[src/rtl/cmdl_pkg.sv]
package cmdl_pkg;

  // Width of the pending backslash run counter.
  localparam int unsigned RUN_W = 6;

  localparam logic [7:0] CH_BACKSLASH = 8'h5C;
  localparam logic [7:0] CH_QUOTE     = 8'h22;
  localparam logic [7:0] CH_SPACE     = 8'h20;
  localparam logic [7:0] CH_TAB       = 8'h09;

  typedef struct packed {
    logic [7:0] char_byte;
    logic [2:0] char_length;
    logic       end_of_line;
  } in_item_t;

  typedef struct packed {
    logic [7:0] out_byte;
    logic       arg_end;
    logic       last;
  } out_item_t;

  // Operations of the shared backslash run unit.
  typedef enum logic [2:0] {
    RUN_HOLD,
    RUN_INC,
    RUN_HALVE,
    RUN_DEC,
    RUN_CLEAR
  } run_op_t;

  // What follows the backslashes of one input byte.
  typedef enum logic [1:0] {
    TAIL_NONE,
    TAIL_END,
    TAIL_BYTE
  } tail_t;

  typedef enum logic [2:0] {
    S_IDLE = 3'b001,
    S_EMIT = 3'b010,
    S_TAIL = 3'b100
  } state_t;

  typedef struct packed {
    logic      fire;
    out_item_t item;
  } emit_t;

endpackage

[src/rtl/cmdl_stream_if.sv]
interface cmdl_stream_if #(
  parameter type payload_t = logic
) ();
  logic     valid;
  logic     ready;
  payload_t data;

  modport source (output valid, output data, input ready);
  modport sink (input valid, input data, output ready);
endinterface

[src/rtl/cmdl_run_unit.sv]
module cmdl_run_unit
  import cmdl_pkg::*;
#(
  parameter int unsigned MAX_BACKSLASH_RUN = 62
) (
  input  logic             clk,
  input  logic             rst,
  input  run_op_t          op,
  output logic [RUN_W-1:0] run
);

  logic [RUN_W-1:0] run_next;

  // One counter serves both as the pending backslash run and as the
  // down counter while those backslashes are sent out.
  always_comb begin
    case (op)
      RUN_HOLD:  run_next = run;
      RUN_INC:   run_next = (run < RUN_W'(MAX_BACKSLASH_RUN)) ? run + RUN_W'(1) : run;
      RUN_HALVE: run_next = run >> 1;
      RUN_DEC:   run_next = run - RUN_W'(1);
      RUN_CLEAR: run_next = '0;
      default:   run_next = run;
    endcase
  end

  always_ff @(posedge clk) begin
    if (rst) begin
      run <= '0;
    end else begin
      run <= run_next;
    end
  end

  a_run_bounded: assert property (@(posedge clk) disable iff (rst)
    run <= RUN_W'(MAX_BACKSLASH_RUN))
    else $error("backslash run beyond its saturation limit");

endmodule

[src/rtl/cmdl_ctrl.sv]
module cmdl_ctrl
  import cmdl_pkg::*;
(
  input  logic             clk,
  input  logic             rst,
  input  logic             in_valid,
  input  in_item_t         in_data,
  output logic             in_ready,
  input  logic             slot_free,
  output emit_t            emit,
  input  logic [RUN_W-1:0] run,
  output run_op_t          run_op
);

  state_t     state, state_next;
  tail_t      tail, tail_next;
  logic [7:0] tail_byte, tail_byte_next;
  logic       in_quotes, in_quotes_next;
  logic [1:0] mb_remaining, mb_remaining_next;
  logic       after_delimiter, after_delimiter_next;
  logic       token_nonempty, token_nonempty_next;

  logic       plain, is_bs, is_quote, is_space, is_delim;
  logic       run_nz, half_nz, send_bs;
  tail_t      new_tail;
  logic [2:0] len_clamped;

  assign in_ready = (state == S_IDLE);

  always_comb begin
    plain    = (mb_remaining == 2'd0);
    is_bs    = plain && (in_data.char_byte == CH_BACKSLASH);
    is_quote = plain && (in_data.char_byte == CH_QUOTE);
    is_space = plain && ((in_data.char_byte == CH_SPACE) || (in_data.char_byte == CH_TAB));
    is_delim = is_space && !in_quotes;
    run_nz   = (run != '0);
    half_nz  = (run[RUN_W-1:1] != '0);

    if (in_data.char_length == 3'd0) begin
      len_clamped = 3'd1;
    end else if (in_data.char_length > 3'd4) begin
      len_clamped = 3'd4;
    end else begin
      len_clamped = in_data.char_length;
    end

    state_next           = state;
    tail_next            = tail;
    tail_byte_next       = tail_byte;
    in_quotes_next       = in_quotes;
    mb_remaining_next    = mb_remaining;
    after_delimiter_next = after_delimiter;
    token_nonempty_next  = token_nonempty;
    run_op               = RUN_HOLD;
    emit                 = '0;
    send_bs              = 1'b0;
    new_tail             = TAIL_NONE;

    case (state)
      S_IDLE: begin
        if (in_valid) begin
          tail_byte_next = in_data.char_byte;
          if (in_data.end_of_line) begin
            send_bs = run_nz;
            new_tail = (token_nonempty || run_nz || in_quotes) ? TAIL_END : TAIL_NONE;
            in_quotes_next       = 1'b0;
            mb_remaining_next    = 2'd0;
            after_delimiter_next = 1'b1;
            token_nonempty_next  = 1'b0;
          end else begin
            mb_remaining_next    = plain ? 2'(len_clamped - 3'd1) : mb_remaining - 2'd1;
            after_delimiter_next = is_delim;
            if (is_delim) begin
              if (!after_delimiter) begin
                send_bs = run_nz;
                new_tail = TAIL_END;
                token_nonempty_next = 1'b0;
              end else begin
                run_op = RUN_CLEAR;
              end
            end else if (is_quote) begin
              run_op  = RUN_HALVE;
              send_bs = half_nz;
              if (!run[0]) begin
                in_quotes_next      = !in_quotes;
                token_nonempty_next = token_nonempty || half_nz;
              end else begin
                new_tail            = TAIL_BYTE;
                tail_byte_next      = CH_QUOTE;
                token_nonempty_next = 1'b1;
              end
            end else if (!is_bs) begin
              send_bs = run_nz;
              new_tail = TAIL_BYTE;
              token_nonempty_next = 1'b1;
            end else begin
              run_op = RUN_INC;
            end
          end
          tail_next = new_tail;
          if (send_bs) begin
            state_next = S_EMIT;
          end else if (new_tail != TAIL_NONE) begin
            state_next = S_TAIL;
          end else begin
            state_next = S_IDLE;
          end
        end
      end
      S_EMIT: begin
        if (slot_free) begin
          emit.fire          = 1'b1;
          emit.item.out_byte = CH_BACKSLASH;
          emit.item.arg_end  = 1'b0;
          emit.item.last     = (run == RUN_W'(1)) && (tail == TAIL_NONE);
          run_op             = RUN_DEC;
          if (run == RUN_W'(1)) begin
            state_next = (tail != TAIL_NONE) ? S_TAIL : S_IDLE;
          end
        end
      end
      S_TAIL: begin
        if (slot_free) begin
          emit.fire          = 1'b1;
          emit.item.out_byte = (tail == TAIL_BYTE) ? tail_byte : 8'd0;
          emit.item.arg_end  = (tail == TAIL_END);
          emit.item.last     = 1'b1;
          state_next         = S_IDLE;
        end
      end
      default: begin
        state_next = S_IDLE;
      end
    endcase
  end

  always_ff @(posedge clk) begin
    if (rst) begin
      state           <= S_IDLE;
      tail            <= TAIL_NONE;
      in_quotes       <= 1'b0;
      mb_remaining    <= 2'd0;
      after_delimiter <= 1'b1;
      token_nonempty  <= 1'b0;
    end else begin
      state           <= state_next;
      tail            <= tail_next;
      in_quotes       <= in_quotes_next;
      mb_remaining    <= mb_remaining_next;
      after_delimiter <= after_delimiter_next;
      token_nonempty  <= token_nonempty_next;
    end
  end

  always_ff @(posedge clk) begin
    tail_byte <= tail_byte_next;
  end

  a_emit_has_run: assert property (@(posedge clk) disable iff (rst)
    (state == S_EMIT) |-> (run != '0))
    else $error("backslash emission with an empty run");

  a_last_ends_item: assert property (@(posedge clk) disable iff (rst)
    (emit.fire && emit.item.last) |=> (state == S_IDLE))
    else $error("sequencer busy after the final result of a transaction");

  a_tail_known: assert property (@(posedge clk) disable iff (rst)
    (state == S_TAIL) |-> (tail != TAIL_NONE))
    else $error("tail state entered with nothing to send");

  a_run_clear_when_idle: assert property (@(posedge clk) disable iff (rst)
    ((state == S_EMIT) && emit.fire && (run == RUN_W'(1))) |=> (run == '0))
    else $error("backslash run not cleared after emission");

endmodule

[src/rtl/command_line_argument_splitter_top.sv]
// Command-line argument splitter: one command-line byte per input transaction.
// On acceptance the sequencer state is registered, and results leave via the output register.
// A byte that causes no result leaves the sequencer idle. Any other byte keeps it busy, with no
// new byte taken, while it sends each pending backslash it releases (up to MAX_BACKSLASH_RUN,
// counted down by the shared run counter) and its tail result; a full unread output stalls it.
// Reset (rst, synchronous, active high) clears quoting, run and multibyte state and the output.
module command_line_argument_splitter_top
  import cmdl_pkg::*;
#(
  parameter int unsigned MAX_BACKSLASH_RUN = 62
) (
  input logic         clk,
  input logic         rst,
  cmdl_stream_if.sink   cmd_in,
  cmdl_stream_if.source arg_out
);

  // The block takes a new transaction only when its sequencer is idle.
  // The sequencer then emits the released backslashes one per cycle while the
  // output slot is free, and finally the tail result: the argument byte itself,
  // a literal quote or an end-of-argument marker. A backslash is held back in
  // the run counter until the next byte decides how many of them survive.

  logic             slot_free;
  emit_t            emit;
  run_op_t          run_op;
  logic [RUN_W-1:0] run;

  logic      out_valid;
  out_item_t out_data;

  // The output register frees its slot as soon as the current result is
  // taken, so a new result can be loaded in the same cycle.
  assign slot_free = !out_valid || arg_out.ready;

  cmdl_ctrl u_ctrl (
    .clk       (clk),
    .rst       (rst),
    .in_valid  (cmd_in.valid),
    .in_data   (cmd_in.data),
    .in_ready  (cmd_in.ready),
    .slot_free (slot_free),
    .emit      (emit),
    .run       (run),
    .run_op    (run_op)
  );

  cmdl_run_unit #(
    .MAX_BACKSLASH_RUN (MAX_BACKSLASH_RUN)
  ) u_run_unit (
    .clk (clk),
    .rst (rst),
    .op  (run_op),
    .run (run)
  );

  always_ff @(posedge clk) begin
    if (rst) begin
      out_valid <= 1'b0;
    end else if (slot_free) begin
      out_valid <= emit.fire;
    end
  end

  // The payload needs no reset; it is only looked at while valid is high.
  always_ff @(posedge clk) begin
    if (slot_free && emit.fire) begin
      out_data <= emit.item;
    end
  end

  assign arg_out.valid = out_valid;
  assign arg_out.data  = out_data;

endmodule

[src/flat_wrapper.sv]
// flat-port wrapper written by rule: the top's interface ports become plain ports
module command_line_argument_splitter_top_flat import cmdl_pkg::*;
#(
  parameter int unsigned MAX_BACKSLASH_RUN = 62
)
  (clk, rst, cmd_in_valid, cmd_in_data, cmd_in_ready, arg_out_valid, arg_out_data, arg_out_ready);
  cmdl_stream_if #(.payload_t(in_item_t)) cmd_in_i ();
  cmdl_stream_if #(.payload_t(out_item_t)) arg_out_i ();
  input logic clk;
  input logic rst;
  input wire logic [$bits(cmd_in_i.valid)-1:0] cmd_in_valid;
  input wire logic [$bits(cmd_in_i.data)-1:0] cmd_in_data;
  output wire logic [$bits(cmd_in_i.ready)-1:0] cmd_in_ready;
  output wire logic [$bits(arg_out_i.valid)-1:0] arg_out_valid;
  output wire logic [$bits(arg_out_i.data)-1:0] arg_out_data;
  input wire logic [$bits(arg_out_i.ready)-1:0] arg_out_ready;
  assign cmd_in_i.valid = cmd_in_valid;
  assign cmd_in_i.data = cmd_in_data;
  assign cmd_in_ready = cmd_in_i.ready;
  assign arg_out_valid = arg_out_i.valid;
  assign arg_out_data = arg_out_i.data;
  assign arg_out_i.ready = arg_out_ready;
  command_line_argument_splitter_top #(.MAX_BACKSLASH_RUN(MAX_BACKSLASH_RUN)) u_core (.clk(clk), .rst(rst), .cmd_in(cmd_in_i), .arg_out(arg_out_i));
endmodule
[config.mk]
export PLATFORM = sky130hd
export DESIGN_NAME = command_line_argument_splitter_top_flat
export DESIGN_NICKNAME = d
export VERILOG_FILES = /design/src/rtl/cmdl_pkg.sv /design/src/rtl/cmdl_stream_if.sv /design/src/rtl/cmdl_run_unit.sv /design/src/rtl/cmdl_ctrl.sv /design/src/rtl/command_line_argument_splitter_top.sv /design/src/flat_wrapper.sv
export SDC_FILE = /design/constraint.sdc
export NUM_CORES = 1
export LEC_CHECK = 0
export ABC_AREA = 1
export BUFFER_PORTS_ARGS = -buffer_cell sky130_fd_sc_hd__buf_4
export CAP_MARGIN = 15
export CORE_MARGIN = 4
export CORE_UTILIZATION = 50
export CTS_BUF_LIST = sky130_fd_sc_hd__clkbuf_16
export CTS_CLUSTER_SIZE = 25
export DETAILED_ROUTE_END_ITERATION = 7
export MAX_ROUTING_LAYER = met4
export PLACE_DENSITY = 0.7
export SLEW_MARGIN = 20
export SYNTH_ARGS = -nofsm -noshare
export SYNTH_HDL_FRONTEND = slang
export SYNTH_HIERARCHICAL = 1
export SYNTH_SLANG_ARGS = --single-unit
[constraint.sdc]
create_clock -name clk -period 3.3 [get_ports clk]
set_clock_uncertainty 0.2 [all_clocks]
set_input_delay 0.66 -clock clk [delete_from_list [all_inputs] [get_ports clk]]
set_output_delay 0.66 -clock clk [all_outputs]
set_load 0.05 [all_outputs]
==> key figures <==
Outcome
  – Outcome: finished, final reports clean

Critical path
  – Worst-path cell chain: nor3_4, nand2_4, clkinv_4, nand2_1, o21ai_0, buf_4, nand4_2, nand2_1, inv_1, ha_1, inv_1, nand2_1, nand4_1, nand2_1, nand3_1, nand3_1, a21oi_1
  – CP Max Fanout: 16
  – Sort of element at the start of the critical path: register
  – Most numerous cell on the critical path: nand2_1
  – Critical Path End Type: register
  – Critical path's largest stage delay: approximately 360 ps
  – Arrival @ worst endpoint: between 2000 and 3000 ps
  – CP required: 3310 ps
  – Critical Path Slowest Stage Cell: dfxtp_1
  – Worst Setup Path Type: register to register

Die
  – Die area: between 0.005 and 0.006 mm^2
  – Die height: approximately 74 um
  – Chip width: 74.0 um
  – Number of rows in the core area: 23
  – Effective utilization at floorplan: 0.530
  – Core outline area: a little over 0.004 mm^2
  – Number of placed I/O pins: 28

Timing
  – Highest attainable clock frequency: 0.370 GHz
  – Shortest period the worst path allows: 2710 ps
  – Transition time at the pin with the least slew margin: 414 ps
  – TNS Setup: 0 ps
  – Endpoints failing setup: 0
  – Unrepaired setup endpoints after global routing: false
  – Final count of pins violating max slew: 0
  – Final hold violation count: 0
  – Final cycle utilization of the critical path: 0.820
  – Relative slew margins: 0.723

Layout
  – Number of fill cells: about 360
  – Area growth from synthesis to layout: 16.9%
  – Most common cell after layout, fill and taps aside: nand2_1
  – Most frequent cells in the layout: nand2_1 (55), inv_1 (34), nor2_1 (33), buf_4 (30), nand3_1 (22)
  – Ant diodes: 0
  – Fraction of final layout cells sized beyond drive strength 1: 0.245
  – Net count, final: 330
  – Final Instance Count excl. Fillers: 364

Synth
  – Async SR Flop Fraction: 0
  – Count of synthesis-stage warnings from yosys: 6
  – Post-synthesis cell count: ~290
  – EDFF count, synth: 18
  – Synth cell types: 45
  – Mapped Area: ~0.0022 mm^2
  – Post-Syn Area per Cell: ~7.6 um^2
  – Syn_nets: around 300
  – Fraction of the yosys area taken by sequential cells: 0.404
  – Prevailing post-synth register cell: edfxtp_1
  – Number of flip-flops and latches in the synthesized netlist: 35

Pwr
  – Internal power consumption: around 0.84 mW
  – Fraction of power spent switching nets: 0.287
  – Total power draw: roughly 1.2 mW
  – Fraction of power consumed by combinational cells: 0.181
  – Register share of total power: 0.434
  – Static leakage: between 1 and 1.5 nW
  – Switching component of the power: between 0.3 and 0.4 mW
  – Peak ir drop on the vdd network: roughly 270 uV
  – Clock Power Share: 0.385
  – Pwr dens: between 400 and 500 mW/mm^2

Job
  – # Max-Cap Violations: 0

Route
  – Initial DRT Pass Iterations: 4
  – Total Routed Length: between 4 and 5 mm
  – Residual DRC: 0
  – Via count: between 1500 and 2000
  – 1st-iter DRT viols: roughly 160
  – Vias per std cell: 5.32
  – Post-route ant nets: 0
  – Routed WL per cell: between 10 and 15 um

Placed design
  – Weighted congestion at the end of routability-driven global placement: approximately 0.89
  – Placed wire-length estimate: 3.56 mm
  – Number of placed instances, taps included: approximately 360
  – Port buffer count: 27

Clock network
  – H-Tree Level Count: 2
  – Post-CTS Setup Bufs: 0
  – Clock tree from TritonCTS: built
  – Maximum clock insertion buffer count: 2
  – Post-CTS Resized: 0
  – CTS Sinks: 35
  – CTS root buffer: clkbuf_16
  – Number of buffers inserted for hold repair after clock tree synthesis: 0
  – Number of clock buffers inserted by TritonCTS: 5
  – Worst skew pair latency: around 280 ps
  – Clock slew seen by the registers of the worst setup and hold paths: approximately 50 ps

GRT
  – Number of antenna violations at the first check in global routing: 0
  – Largest net degree at the start of global routing: 17
  – Grt total ovfl: 0
  – Global-route wire length before repair: ~7.7 mm
  – Number of global-route vias before repair: roughly 1700
  – Gr usage total: 0.188

Min path
  – Classification of the worst-slack hold path: register to register
[critical path: cells and delay by family (launching register included)]
kind	cells	cell delay, ps
AND/OR/NAND/NOR	10	1200
buffers and inverters	4	440
flip-flops	1	360
adder cells (fa/ha/maj)	1	160
AO/OA/AOI/OAI	2	260
[flip-flops by register name (all words and copies together), names as in the netlist]
name	flops
u_core/u_ctrl/state	3
u_core/arg_out.data	10
u_core/u_ctrl/after_delimiter	1
u_core/u_ctrl/mb_remaining	2
u_core/u_ctrl/token_nonempty	1
u_core/u_ctrl/tail_byte	8
u_core/u_ctrl/in_quotes	1
u_core/u_run_unit/run	6
u_core/u_ctrl/tail	2
u_core/arg_out.valid	1
[cell type report]
cell class              instances  area [um^2]  area share
flip-flops and latches         35          881       0.346
multi-input cells             199         1070       0.419
clock buffers                   5          125      0.0491
clock inverters                 3         20.0     0.00785
well taps                      50         62.6      0.0245
repair buffers                 30          225      0.0884
inverters                      42          168      0.0658
[cells by family (layout without fill, tap and decap cells)]
logic type	Yosys count	count (layout)	share of synthesized area
AND/OR/NAND/NOR	146	146	0.330
buffers and inverters	53	80	0.107
AO/OA/AOI/OAI	49	49	0.141
flip-flops	35	35	0.404
XOR/XNOR	3	3	0.0121
adder cells (fa/ha/maj)	1	1	0.00574
[metrics by stage]
stage                     hold WS (ps)  utilization  area [um^2]  setup WS [ps]
after global routing               276        0.619         2550            298
after CTS                          253        0.619         2550            577
after floorplan                    226            -         2180            479
after detailed placement           242        0.584         2400            330
after global placement             243        0.584         2400            393
final                              254        0.619         2550            595
[cells in the mapped netlist (2+ instances only)]
cell type / number / area [um^2]
nor3_1: 4 / 20.0
nand4_2: 2 / 25.0
o21ai_2: 2 / 17.5
nand4_1: 6 / 37.5
clkbuf_1: 6 / 22.5
a21oi_2: 2 / 17.5
nand3_1: 22 / 110
dfxtp_1: 17 / 340
nor2_2: 4 / 25.0
o21bai_1: 3 / 22.5
o21ai_0: 12 / 60.1
nand2_2: 10 / 62.6
inv_2: 5 / 18.8
inv_1: 34 / 128
inv_4: 2 / 12.5
o21ai_1: 2 / 10.0
nand2_4: 2 / 22.5
nor2_1: 33 / 124
xor2_1: 2 / 17.5
nand2_1: 55 / 206
a21oi_1: 18 / 90.1
o21a_1: 2 / 15.0
edfxtp_1: 18 / 541
nand3_2: 3 / 30.0
[metal layers]
layer,track usage,wire (um),share of wire
met2,0.287,2040,0.45
met1,0.249,2170,0.47
met3,0.0365,296,0.065
met5,-,0,0
met4,0.0644,68,0.015
[power groups by stage]
stage | sequential (mW) | clock, mW | combinational, mW
after detailed placement | 0.523 | 0 | 0.214
final | 0.513 | 0.455 | 0.214
after CTS | 0.513 | 0.466 | 0.216
after global placement | 0.521 | 0 | 0.213
after global routing | 0.517 | 0.487 | 0.237
after floorplan | 0.536 | 0 | 0.139
[worst paths after layout]
path / startpoint / end / slack, ps / cells after the start
setup / recovery: u_core/u_ctrl/state[2] / u_core/u_run_unit/run[4] / 590 / 17
hold / removal: u_core/u_ctrl/token_nonempty / u_core/u_ctrl/token_nonempty / 250 / 2
setup reg to reg: u_core/u_ctrl/state[2] / u_core/u_run_unit/run[4] / 590 / 17
hold reg to reg: u_core/u_ctrl/token_nonempty / u_core/u_ctrl/token_nonempty / 250 / 2
Note: power is estimated with default switching activity, not from simulation.
